$ cat config.mk
export PLATFORM = sky130hd
export DESIGN_NAME = crsf_frame_receiver_core
export DESIGN_NICKNAME = d
export VERILOG_FILES = /design/src/crsfr_pkg.sv /design/src/crsfr_ram.sv /design/src/crsfr_ctrl.sv /design/src/crsfr_dpath.sv /design/src/crsf_frame_receiver_core.sv
export SDC_FILE = /design/constraint.sdc
export NUM_CORES = 1
export LEC_CHECK = 0
export BUFFER_PORTS_ARGS = -buffer_cell sky130_fd_sc_hd__buf_4
export CAP_MARGIN = 20
export CORE_MARGIN = 8
export CORE_UTILIZATION = 45
export CTS_CLUSTER_DIAMETER = 80
export CTS_CLUSTER_SIZE = 14
export DETAILED_ROUTE_END_ITERATION = 10
export SYNTH_ARGS = -nofsm -noshare
export SYNTH_HDL_FRONTEND = slang
export SYNTH_HIERARCHICAL = 1
export SYNTH_SLANG_ARGS = --single-unit
$ cat constraint.sdc
create_clock -name clock -period 16.6 [get_ports clock]
set_input_delay 1.66 -clock clock [delete_from_list [all_inputs] [get_ports clock]]
set_output_delay 1.66 -clock clock [all_outputs]
set_load 0.1 [all_outputs]
$ cat src/crsfr_pkg.sv
`default_nettype none
package crsfr_pkg;

   localparam int unsigned MaxFrame = 64;
   localparam int unsigned PtrW     = $clog2(MaxFrame);
   localparam int unsigned CntW     = PtrW + 1;
   localparam logic [7:0]  CrcPoly  = 8'hD5;
   localparam logic [7:0]  CrcTop   = 8'h80;

   localparam logic [2:0] KindHeader   = 3'd0;
   localparam logic [2:0] KindPayload  = 3'd1;
   localparam logic [2:0] KindFrameErr = 3'd2;
   localparam logic [2:0] KindCrcErr   = 3'd3;
   localparam logic [2:0] KindEcho     = 3'd4;

   typedef enum logic [2:0] {
      OFF_HOLD  = 3'd0,
      OFF_ZERO  = 3'd1,
      OFF_ONE   = 3'd2,
      OFF_TWO   = 3'd3,
      OFF_THREE = 3'd4,
      OFF_INC   = 3'd5
   } off_op_type;

   typedef struct packed {
      logic       rx_load;
      logic       echo_load;
      off_op_type off_op;
      logic       crc_clr;
      logic       crc_adv;
      logic       body_ld;
      logic       addr_ld;
      logic       type_ld;
      logic       push;
      logic [2:0] push_kind;
      logic       drop_one;
      logic       drop_frame;
      logic       flush;
   } cmd_type;

   typedef struct packed {
      logic cnt_lt2;
      logic body_bad;
      logic too_short;
      logic crc_end;
      logic crc_ok;
      logic echo_cand;
      logic cmp_ne;
      logic pay_end;
      logic plen_zero;
      logic can_emit;
      logic pend_valid;
      logic out_free;
   } status_type;

   function automatic logic [7:0] crc_step(input logic [7:0] crc, input logic [7:0] b);
      logic [7:0] c;
      c = crc ^ b;
      for (int i = 0; i < 8; i++) begin
         if ((c & CrcTop) != 8'd0) begin
            c = (c << 1) ^ CrcPoly;
         end else begin
            c = c << 1;
         end
      end
      return c;
   endfunction

endpackage
`default_nettype wire

$ cat src/crsfr_ram.sv
`default_nettype none
module crsfr_ram #(
   parameter int unsigned WIDTH = 8,
   parameter int unsigned DEPTH = 64
) (
   input  wire logic                     clock,
   input  wire logic                     wr_en,
   input  wire logic [$clog2(DEPTH)-1:0] wr_addr,
   input  wire logic [WIDTH-1:0]         wr_data,
   input  wire logic [$clog2(DEPTH)-1:0] rd_addr,
   output      logic [WIDTH-1:0]         rd_data
);
   logic [WIDTH-1:0] mem [DEPTH];

   always_ff @(posedge clock) begin
      if (wr_en) begin
         mem[wr_addr] <= wr_data;
      end
      rd_data <= mem[rd_addr];
   end
endmodule
`default_nettype wire

$ cat src/crsfr_ctrl.sv
`default_nettype none
module crsfr_ctrl (
   input  wire logic                 clock,
   input  wire logic                 reset,
   input  wire logic                 req_tvalid,
   output      logic                 req_tready,
   input  wire logic                 req_action,
   input  wire crsfr_pkg::status_type sts,
   output      crsfr_pkg::cmd_type   cmd
);
   import crsfr_pkg::*;

   typedef enum logic [8:0] {
      ST_IDLE   = 9'b000000001,
      ST_SCAN   = 9'b000000010,
      ST_BODY   = 9'b000000100,
      ST_CRC    = 9'b000001000,
      ST_CMP    = 9'b000010000,
      ST_HDR_A  = 9'b000100000,
      ST_HDR_T  = 9'b001000000,
      ST_PAY    = 9'b010000000,
      ST_FINISH = 9'b100000000
   } state_type;

   state_type state_ff, state_in;

   assign req_tready = (state_ff == ST_IDLE);

   always_comb begin
      state_in = state_ff;
      cmd = '0;
      cmd.off_op = OFF_HOLD;
      unique case (state_ff)
         ST_IDLE: begin
            if (req_tvalid) begin
               if (req_action) begin
                  cmd.echo_load = 1'b1;
               end else begin
                  cmd.rx_load = 1'b1;
                  state_in = ST_SCAN;
               end
            end
         end
         ST_SCAN: begin
            if (sts.cnt_lt2) begin
               state_in = ST_FINISH;
            end else begin
               cmd.off_op = OFF_ONE;
               state_in = ST_BODY;
            end
         end
         ST_BODY: begin
            priority if (sts.body_bad) begin
               if (sts.can_emit) begin
                  cmd.push = 1'b1;
                  cmd.push_kind = KindFrameErr;
                  cmd.drop_one = 1'b1;
                  state_in = ST_SCAN;
               end
            end else if (sts.too_short) begin
               state_in = ST_FINISH;
            end else begin
               cmd.body_ld = 1'b1;
               cmd.crc_clr = 1'b1;
               cmd.off_op = OFF_TWO;
               state_in = ST_CRC;
            end
         end
         ST_CRC: begin
            priority if (!sts.crc_end) begin
               cmd.crc_adv = 1'b1;
               cmd.off_op = OFF_INC;
            end else if (!sts.crc_ok) begin
               if (sts.can_emit) begin
                  cmd.push = 1'b1;
                  cmd.push_kind = KindCrcErr;
                  cmd.drop_one = 1'b1;
                  state_in = ST_SCAN;
               end
            end else begin
               cmd.off_op = OFF_ZERO;
               state_in = sts.echo_cand ? ST_CMP : ST_HDR_A;
            end
         end
         ST_CMP: begin
            priority if (sts.cmp_ne) begin
               cmd.off_op = OFF_ZERO;
               state_in = ST_HDR_A;
            end else if (sts.crc_end) begin
               if (sts.can_emit) begin
                  cmd.push = 1'b1;
                  cmd.push_kind = KindEcho;
                  cmd.drop_frame = 1'b1;
                  state_in = ST_SCAN;
               end
            end else begin
               cmd.off_op = OFF_INC;
            end
         end
         ST_HDR_A: begin
            cmd.addr_ld = 1'b1;
            cmd.off_op = OFF_TWO;
            state_in = ST_HDR_T;
         end
         ST_HDR_T: begin
            cmd.type_ld = 1'b1;
            if (sts.can_emit) begin
               cmd.push = 1'b1;
               cmd.push_kind = KindHeader;
               if (sts.plen_zero) begin
                  cmd.drop_frame = 1'b1;
                  state_in = ST_SCAN;
               end else begin
                  cmd.off_op = OFF_THREE;
                  state_in = ST_PAY;
               end
            end
         end
         ST_PAY: begin
            if (sts.can_emit) begin
               cmd.push = 1'b1;
               cmd.push_kind = KindPayload;
               if (sts.pay_end) begin
                  cmd.drop_frame = 1'b1;
                  state_in = ST_SCAN;
               end else begin
                  cmd.off_op = OFF_INC;
               end
            end
         end
         ST_FINISH: begin
            if (!sts.pend_valid) begin
               state_in = ST_IDLE;
            end else if (sts.out_free) begin
               cmd.flush = 1'b1;
               state_in = ST_IDLE;
            end
         end
         default: state_in = ST_IDLE;
      endcase
   end

   always_ff @(posedge clock) begin
      if (reset) begin
         state_ff <= ST_IDLE;
      end else begin
         state_ff <= state_in;
      end
   end
endmodule
`default_nettype wire

$ cat src/crsfr_dpath.sv
`default_nettype none
module crsfr_dpath (
   input  wire logic                  clock,
   input  wire logic                  reset,
   input  wire logic [7:0]            req_data,
   input  wire logic                  req_last,
   input  wire crsfr_pkg::cmd_type    cmd,
   output      crsfr_pkg::status_type sts,
   output      logic                  rsp_tvalid,
   input  wire logic                  rsp_tready,
   output      logic [2:0]            rsp_kind,
   output      logic [7:0]            rsp_address,
   output      logic [7:0]            rsp_frame_type,
   output      logic [5:0]            rsp_payload_length,
   output      logic [7:0]            rsp_data_byte,
   output      logic                  rsp_run_last
);
   import crsfr_pkg::*;

   logic [PtrW-1:0] head_ff, head_in;
   logic [CntW-1:0] count_ff, count_in;
   logic [PtrW-1:0] off_ff, off_in;
   logic [PtrW-1:0] body_ff;
   logic [7:0]      crc_ff, addr_ff, type_ff;
   logic [CntW-1:0] echo_len_ff, echo_idx_ff, echo_idx_in;
   logic            echo_valid_ff;
   logic [7:0]      rx_rd, echo_rd;
   logic [CntW-1:0] size, rd_size;
   logic            rx_we;

   logic            pend_valid_ff;
   logic [2:0]      pend_kind_ff;
   logic [7:0]      pend_addr_ff, pend_type_ff, pend_byte_ff;
   logic [5:0]      pend_plen_ff;
   logic            out_valid_ff, out_free, can_emit;

   assign size    = CntW'(body_ff) + CntW'(2);
   assign rd_size = CntW'(rx_rd[PtrW-1:0]) + CntW'(2);
   assign rx_we   = cmd.rx_load && (count_ff < CntW'(MaxFrame));

   always_comb begin
      unique case (cmd.off_op)
         OFF_HOLD:  off_in = off_ff;
         OFF_ZERO:  off_in = '0;
         OFF_ONE:   off_in = PtrW'(1);
         OFF_TWO:   off_in = PtrW'(2);
         OFF_THREE: off_in = PtrW'(3);
         OFF_INC:   off_in = off_ff + PtrW'(1);
         default:   off_in = off_ff;
      endcase
   end

   crsfr_ram #(.WIDTH(8), .DEPTH(MaxFrame)) u_rx_ram (
      .clock   (clock),
      .wr_en   (rx_we),
      .wr_addr (head_ff + count_ff[PtrW-1:0]),
      .wr_data (req_data),
      .rd_addr (head_ff + off_in),
      .rd_data (rx_rd)
   );

   crsfr_ram #(.WIDTH(8), .DEPTH(MaxFrame)) u_echo_ram (
      .clock   (clock),
      .wr_en   (cmd.echo_load && (echo_idx_ff < CntW'(MaxFrame))),
      .wr_addr (echo_idx_ff[PtrW-1:0]),
      .wr_data (req_data),
      .rd_addr (off_in),
      .rd_data (echo_rd)
   );

   always_comb begin
      head_in  = head_ff;
      count_in = count_ff;
      priority if (rx_we) begin
         count_in = count_ff + CntW'(1);
      end else if (cmd.drop_one) begin
         head_in  = head_ff + PtrW'(1);
         count_in = count_ff - CntW'(1);
      end else if (cmd.drop_frame) begin
         head_in  = head_ff + size[PtrW-1:0];
         count_in = count_ff - size;
      end
   end

   assign echo_idx_in = (echo_idx_ff < CntW'(MaxFrame)) ? echo_idx_ff + CntW'(1)
                                                       : echo_idx_ff;

   always_ff @(posedge clock) begin
      if (reset) begin
         head_ff       <= '0;
         count_ff      <= '0;
         echo_len_ff   <= '0;
         echo_idx_ff   <= '0;
         echo_valid_ff <= 1'b0;
      end else begin
         head_ff  <= head_in;
         count_ff <= count_in;
         if (cmd.echo_load) begin
            if (req_last) begin
               echo_len_ff   <= echo_idx_in;
               echo_valid_ff <= 1'b1;
               echo_idx_ff   <= '0;
            end else begin
               echo_idx_ff <= echo_idx_in;
               if (echo_idx_ff == '0) begin
                  echo_valid_ff <= 1'b0;
               end
            end
         end
      end
   end

   always_ff @(posedge clock) begin
      off_ff <= off_in;
      if (cmd.body_ld) begin
         body_ff <= rx_rd[PtrW-1:0];
      end
      if (cmd.crc_clr) begin
         crc_ff <= '0;
      end else if (cmd.crc_adv) begin
         crc_ff <= crc_step(crc_ff, rx_rd);
      end
      if (cmd.addr_ld) begin
         addr_ff <= rx_rd;
      end
      if (cmd.type_ld) begin
         type_ff <= rx_rd;
      end
   end

   assign out_free = !out_valid_ff || rsp_tready;
   assign can_emit = !pend_valid_ff || out_free;

   always_ff @(posedge clock) begin
      if (reset) begin
         pend_valid_ff <= 1'b0;
         out_valid_ff  <= 1'b0;
      end else begin
         if (rsp_tready) begin
            out_valid_ff <= 1'b0;
         end
         if (cmd.push) begin
            pend_valid_ff <= 1'b1;
            if (pend_valid_ff) begin
               out_valid_ff <= 1'b1;
            end
         end else if (cmd.flush) begin
            pend_valid_ff <= 1'b0;
            out_valid_ff  <= 1'b1;
         end
      end
   end

   always_ff @(posedge clock) begin
      if ((cmd.push && pend_valid_ff) || cmd.flush) begin
         rsp_kind           <= pend_kind_ff;
         rsp_address        <= pend_addr_ff;
         rsp_frame_type     <= pend_type_ff;
         rsp_payload_length <= pend_plen_ff;
         rsp_data_byte      <= pend_byte_ff;
         rsp_run_last       <= cmd.flush;
      end
      if (cmd.push) begin
         pend_kind_ff <= cmd.push_kind;
         if (cmd.push_kind == KindHeader || cmd.push_kind == KindPayload) begin
            pend_addr_ff <= addr_ff;
            pend_type_ff <= (cmd.push_kind == KindHeader) ? rx_rd : type_ff;
            pend_plen_ff <= 6'(body_ff - PtrW'(2));
            pend_byte_ff <= (cmd.push_kind == KindPayload) ? rx_rd : 8'd0;
         end else begin
            pend_addr_ff <= '0;
            pend_type_ff <= '0;
            pend_plen_ff <= '0;
            pend_byte_ff <= '0;
         end
      end
   end

   assign rsp_tvalid = out_valid_ff;

   always_comb begin
      sts.cnt_lt2    = count_ff < CntW'(2);
      sts.body_bad   = (rx_rd < 8'd2) || (rx_rd > 8'(MaxFrame - 2));
      sts.too_short  = count_ff < rd_size;
      sts.crc_end    = off_ff == body_ff + PtrW'(1);
      sts.crc_ok     = crc_ff == rx_rd;
      sts.echo_cand  = echo_valid_ff && (size == echo_len_ff);
      sts.cmp_ne     = rx_rd != echo_rd;
      sts.pay_end    = off_ff == body_ff;
      sts.plen_zero  = body_ff == PtrW'(2);
      sts.can_emit   = can_emit;
      sts.pend_valid = pend_valid_ff;
      sts.out_free   = out_free;
   end

   a_count_bound: assert property (@(posedge clock) disable iff (reset)
      count_ff <= CntW'(MaxFrame))
      else $error("receive count exceeds buffer");
   a_push_room: assert property (@(posedge clock) disable iff (reset)
      (cmd.push || cmd.flush) |-> (cmd.flush ? out_free : can_emit))
      else $error("result pushed without room");
   a_drop_frame: assert property (@(posedge clock) disable iff (reset)
      cmd.drop_frame |-> (count_ff >= size))
      else $error("frame drop beyond buffered bytes");
   a_flush_last: assert property (@(posedge clock) disable iff (reset)
      cmd.flush |=> (rsp_tvalid && rsp_run_last && !pend_valid_ff))
      else $error("flush did not present last result");
endmodule
`default_nettype wire

$ cat src/crsf_frame_receiver_core.sv
`default_nettype none
// CRSF deframer: received bytes (req_tuser=0) enter a 64-byte ring buffer and the
// buffer is rescanned; reference bytes (req_tuser=1, req_tlast on the final one)
// load the echo reference and give no result. Each received byte rescans the
// buffer by reading buffered bytes one at a time (CRC walk over the frame, echo
// compare over the frame, then the header and one payload result per payload
// byte), all through the single read port of the receive buffer RAM.
// A framing or CRC error drops one byte and rescans, so one byte can take several
// such walks, and it stalls while the result output is held. Input is taken only
// between items. rsp_tlast marks the last result of an input byte.
module crsf_frame_receiver_core (
   input  wire logic        clock,
   input  wire logic        reset,
   input  wire logic        req_tvalid,
   output      logic        req_tready,
   input  wire logic [7:0]  req_tdata,   // [7:0] data
   input  wire logic        req_tuser,   // [0] action
   input  wire logic        req_tlast,   // ref_last
   output      logic        rsp_tvalid,
   input  wire logic        rsp_tready,
   output      logic [31:0] rsp_tdata,   // [7:0] address, [15:8] frame_type,
                                         // [21:16] payload_length, [29:22] data_byte
   output      logic [2:0]  rsp_tuser,   // [2:0] kind
   output      logic        rsp_tlast    // run_last
);
   import crsfr_pkg::*;

   cmd_type    cmd;
   status_type sts;
   logic [7:0] address, frame_type, data_byte;
   logic [5:0] payload_length;

   crsfr_ctrl u_ctrl (
      .clock      (clock),
      .reset      (reset),
      .req_tvalid (req_tvalid),
      .req_tready (req_tready),
      .req_action (req_tuser),
      .sts        (sts),
      .cmd        (cmd)
   );

   crsfr_dpath u_dpath (
      .clock              (clock),
      .reset              (reset),
      .req_data           (req_tdata),
      .req_last           (req_tlast),
      .cmd                (cmd),
      .sts                (sts),
      .rsp_tvalid         (rsp_tvalid),
      .rsp_tready         (rsp_tready),
      .rsp_kind           (rsp_tuser),
      .rsp_address        (address),
      .rsp_frame_type     (frame_type),
      .rsp_payload_length (payload_length),
      .rsp_data_byte      (data_byte),
      .rsp_run_last       (rsp_tlast)
   );

   assign rsp_tdata = {2'b00, data_byte, payload_length, frame_type, address};
endmodule
`default_nettype wire

# ---- Yosys cells after proc, flatten, opt, wreduce, memory -nomap -nowiden
# Memory sizes are Yosys's and may differ from the RTL's. A register that Yosys moved wholly into a read port is not among the register bits.
# Cells that the tools add are included.
dict set report word_totals {
  reg_bits 142
  ram_bits 1024
  inputBits 14
  out_inout_bits 38
  wordCells 214
  n_memories 2
}
dict set report op_classes {
  addsub 13
  magnitude_cmp 6
  eq_ne 29
  n_mux 108
  bitwise_logic 10
  reduce_logical 22
}
# memory words word_bits read_ports rd_ports_with_merged_regs wr line_no
set mem_list {}
lappend mem_list {u_dpath.u_echo_ram.mem 64 8 1 1 1 crsfr_ram.sv:13} ;# logic [WIDTH-1:0] mem [DEPTH];
lappend mem_list {u_dpath.u_rx_ram.mem 64 8 1 1 1 crsfr_ram.sv:13}
# cell count
set ops {}
lappend ops {{$mux 8} 24}
lappend ops {{$mux 9} 15}
lappend ops {{$pmux 9 s9} 1}
lappend ops {{$not 5->5} 8}
lappend ops {{$mux 7} 5}
lappend ops {{$mux 1} 33}
lappend ops {{$pmux 6 s5} 1}
lappend ops {{$mux 5} 5}
lappend ops {{$mux 3} 8}
lappend ops {{$mux 4} 6}
lappend ops {{$pmux 3 s7} 1}
lappend ops {{$pmux 4 s5} 1}
lappend ops {{$add 6x1->6 const B} 3}
lappend ops {{$add 6x6->6} 3}
lappend ops {{$mux 6} 3}
lappend ops {{$add 6x2->7 const B} 2}
lappend ops {{$add 7x1->7 const B} 2}
lappend ops {{$lt 7x7->1 const B} 2}
lappend ops {{$eq 6x6->1} 2}
lappend ops {{$eq 9x1->1 const B} 1}
lappend ops {{$eq 9x2->1 const B} 1}
lappend ops {{$eq 9x3->1 const B} 1}
lappend ops {{$eq 9x4->1 const B} 1}
lappend ops {{$eq 9x5->1 const B} 1}
lappend ops {{other kinds (36)} 58}

# ---- Longest topological paths before layout
dict set report logic_depth {
  word_depth 32
  mapped_depth 27
  mapped_depth_nobuf 25
}

# ---- Hierarchy
# Netlist, hierarchy kept.
# mod n_inst cells_each area_each_um2 seq_area_each_um2
set by_module_without_submodules {}
lappend by_module_without_submodules {{crsfr_ram at u_dpath.u_echo_ram} 1 993 20285.7 15534.9}
lappend by_module_without_submodules {{crsfr_ram at u_dpath.u_rx_ram} 1 940 20166.8 15534.9}
lappend by_module_without_submodules {crsfr_dpath 1 632 6904.1 3553.4}
lappend by_module_without_submodules {crsfr_ctrl 1 135 997.2 180.2}
lappend by_module_without_submodules {crsf_frame_receiver_core 1 3 18.8 0.0}

# ---- Worst setup path before layout
# No wires, ideal clock.
dict set report synth_path {
  kind {input-to-reg}
  from {input port rsp_tready}
  to {register u_dpath.u_rx_ram.rd_data[0], read port of u_dpath.u_rx_ram.mem}
  setup_ps 123
  arrival_ps 5470
  required_ps 16477
  path_slack_ps 11007
  stages 20
  n_path_buf 5
  path_cell_list {nand3b_1 buf_4 buf_4 nand2_1 o311ai_1 inv_1 o22ai_1 ha_1 inv_1 fa_1 inv_1 a21o_1 a21oi_1 xnor2_1 clkbuf_1 clkbuf_1 clkbuf_1 o2111ai_1 nand2_1 o2bb2ai_1}
}
# item line_no
set synth_lines {}
lappend synth_lines {{from (decl)} crsf_frame_receiver_core.sv:20} ;# input wire logic rsp_tready,
lappend synth_lines {{to (decl)} crsfr_ram.sv:11} ;# output logic [WIDTH-1:0] rd_data

==> metrics <==
final wirelength 112,000 µm; Post-synth EDFFs 1,113; Slew HR between 20% and 30%; Setup Skew approximately 0.03 ns; Clk Latency, worst-skew pair slightly below 0.7 ns; # setup viols final 0; Die W roughly 340 µm; Avg WL per Cell 26.6 µm; TritonCTS clock tree done; YS warnings 6; layout cells sized above 1 17.7%; Post-CTS Setup Inserts 0; Num CTS Buffers 94; max incr delay on CP approximately 0.71 ns; Yosys top cell by area edfxtp_1; post-synth top area share between 60% and 70%; R2R Path End u_dpath/u_rx_ram/rd_data[4]$_DFF_P_; hold depth 0; H-tree levels 3; Core Region between 0.1 and 0.15 mm²; CP Cell Sequence ha_1, nand2_1, nor3_1, a21oi_1, a21oi_1, a21oi_1, nor3_1, nor2_1, a41oi_1, o311ai_1, inv_1, nor2_1, a221oi_4, buf_4, inv_1, fa_1, xnor2_2, buf_4, buf_4, mux4_2, mux2_2, o221a_2, nor3_1, o32ai_1; Max Cap Viol 0; commonest non-fill, non-tap cell in the layout edfxtp_1; Static Leakage between 15 and 20 nW; DP Cell Count between 4,000 and 5,000; clk sink count between 1,000 and 1,500; Compound-Gate Fraction of Synth Area under 10%; fmax 118 MHz; antenna violations before repair 2; Final TNS setup 0 ns; proportion of synthesized area in mux cells between 10% and 20%; Post-DRT Antenna Nets 0; Via Count 25,100; Hold Path Class reg2reg; CP max-delay cell nor3_1; Syn Area/Cell 17.9 µm²; Mapped Cells ~2,700; most frequent cells in the layout edfxtp_1, nor2_1, mux4_2, clkbuf_16, nand2_1; hpwl dp about 70,000 µm; Syn-to-layout area delta 8.95%; Die ar. between 0.1 and 0.15 mm²; via/cell ratio between 5 and 6; Critical Path Start Type flop; nets@finish 2,796; reg2reg path depth 24; DIE HEIGHT 344 µm; largest net degree at the start of global routing between 90 and 100; main combinational cell family by area after synthesis multiplexers; port buffer count ~50; origin of the worst setup path u_dpath/body_ff[1]$_DFFE_PP_; register clock-pin slew on the reported worst setup and hold paths around 0.060 ns; Final Power approximately 7.3 mW; vias in the first global route roughly 26,000; setup repair after global routing missed its margin false; sequential share of the synthesized area a little under three quarters; Critical Path Sink u_dpath/u_rx_ram/rd_data[4]$_DFF_P_; Resized cells post-CTS 0; critical path arrival ~9 ns; Starting Density 45.2%; GPL Wtd Cong roughly 0.86; Async SR Flop Fraction 0%; Least-Margin Pin Slew between 1 and 1.5 ns; Synth Register Bits ~1,200; top cells by area, synth edfxtp_1, mux4_2, dfxtp_1; CP max FO 42; fin cells 4,207; clk buf depth 3; synthesized area slightly below 0.05 mm²; CP Capture Type flop; TritonRoute pass-1 iters 6; reg-to-reg slack, setup 8.09 ns; Synth Area in Simple Gates 5.99%; Netlist cell types 91; Tcrit/Tclk final between 50% and 60%; Rows 120; VDD IR max between 70 and 80 µV; power per cell area 139 mW/mm²; cts hold-fix bufs 0; status finished clean; DR DRC count 0; GRT overflow 0; Post-Synth XOR/XNOR Area 1.72%; first-pass GRT wire length ~170,000 µm; ys flop type edfxtp_1; endpoints failing hold 0; Iter 0 DRT Violations about 2,700; CTS root buf clkbuf_16; critical path type reg2reg; Slew Limit Fails 0; post-layout minimum cycle time 8.51 ns; io pins 52; Synth Area in Adders ~1.1%; GR Util All Layers 18.9%; WP data required approximately 17 ns; reg2reg start u_dpath/body_ff[1]$_DFFE_PP_
[logic make-up after synthesis]
family | count (synthesis)
fa+ha+maj | 41
simple gates | 587
mux | 344
compound gates | 266
buf+inv | 194
flops | 1182
xor+xnor | 88
other cells | 1
[worst min path at each step]
| stage | start | end | slack, ns |
|---|---|---|---|
| 2_1_floorplan | u_dpath/pend_addr_ff[0]$_SDFFCE_PP0P_ | u_dpath/rsp_address[0]$_DFFE_PP_ | 0.40 |
| 3_3_place_gp | u_dpath/pend_addr_ff[5]$_SDFFCE_PP0P_ | u_dpath/rsp_address[5]$_DFFE_PP_ | 0.40 |
| 3_5_place_dp | u_dpath/pend_addr_ff[5]$_SDFFCE_PP0P_ | u_dpath/rsp_address[5]$_DFFE_PP_ | 0.40 |
| 4_1_cts | u_dpath/pend_addr_ff[4]$_SDFFCE_PP0P_ | u_dpath/rsp_address[4]$_DFFE_PP_ | 0.42 |
| 5_1_grt | u_dpath/pend_addr_ff[7]$_SDFFCE_PP0P_ | u_dpath/rsp_address[7]$_DFFE_PP_ | 0.43 |
| 6_report | u_dpath/pend_plen_ff[3]$_SDFFCE_PP0P_ | u_dpath/rsp_payload_length[3]$_DFFE_PP_ | 0.41 |
[routing by layer]
layer,global-route usage (%),vias up,part of all wire (%)
li1,-,10800,-
met1,26.3,13100,43
met3,4.17,183,7.5
met2,30.1,964,47
met5,0,-,0.012
met4,5.01,2,2.4
[metrics by stage]
stage,utilization [%],hold slack [ns],setup slack [ns],cell area [µm²]
finish,49.3,0.414,8.09,52700
global placement,46.8,0.401,8.33,50000
global route,49.3,0.428,7.56,52700
detailed placement,46.8,0.405,8.19,50000
floorplan,-,0.400,11.01,48400
CTS,49.3,0.415,8.15,52700
[worst max-delay path: cells and delay by family, from the launching register on]
family	cells	cell delay, ns
buf+inv	5	2.14
simple gates	6	2.07
compound gates	8	1.71
fa+ha+maj	2	0.84
mux	2	0.68
flops	1	0.65
xor+xnor	1	0.15
[flip-flops by register name (all words and copies together), names as in the netlist, 8 cells and up]
register                    flops
u_dpath/addr_ff                 8
u_dpath/rsp_data_byte           8
u_dpath/u_echo_ram/mem        512
u_dpath/rsp_address             8
u_dpath/pend_type_ff            8
u_dpath/pend_byte_ff            8
u_dpath/u_rx_ram/mem          512
u_dpath/type_ff                 8
u_dpath/crc_ff                  8
u_dpath/rsp_frame_type          8
u_ctrl/state_ff                 9
u_dpath/u_echo_ram/rd_data      8
u_dpath/pend_addr_ff            8
u_dpath/u_rx_ram/rd_data        8
[cell type report]
| type | instances | area (µm²) |
|---|---|---|
| Clock inverter | 8 | 104 |
| Timing Repair Buffer | 91 | 687 |
| Clock buffer | 150 | 2580 |
| Tap cell | 1403 | 1760 |
| Inverter | 44 | 168 |
| Sequential cell | 1182 | 34800 |
| Antenna cell | 1 | 2.50 |
| Fill cell | 8774 | 54200 |
| Multi-Input combinational cell | 1328 | 12600 |
[where the power goes]
part,internal (mW),total [mW],switching (mW)
sequential,3.31,3.41,0.101
combinational,0.794,1.84,1.05
clock,1.07,2.06,0.996
[Yosys cell counts (23+ instances only)]
library cell	n
nor2b_1	37
nor2_1	246
a22oi_1	23
o22ai_1	30
mux4_2	233
edfxtp_1	1113
o21ai_0	25
nor3_1	34
xor2_1	36
buf_4	28
dfxtp_1	69
nand2b_1	27
mux2_2	24
nand2_1	92
inv_1	43
nand3_1	43
buf_2	32
ha_1	37
xnor2_1	47
mux2i_1	85
clkbuf_1	59
a21oi_1	61
(Power assumes the default switching activity.)
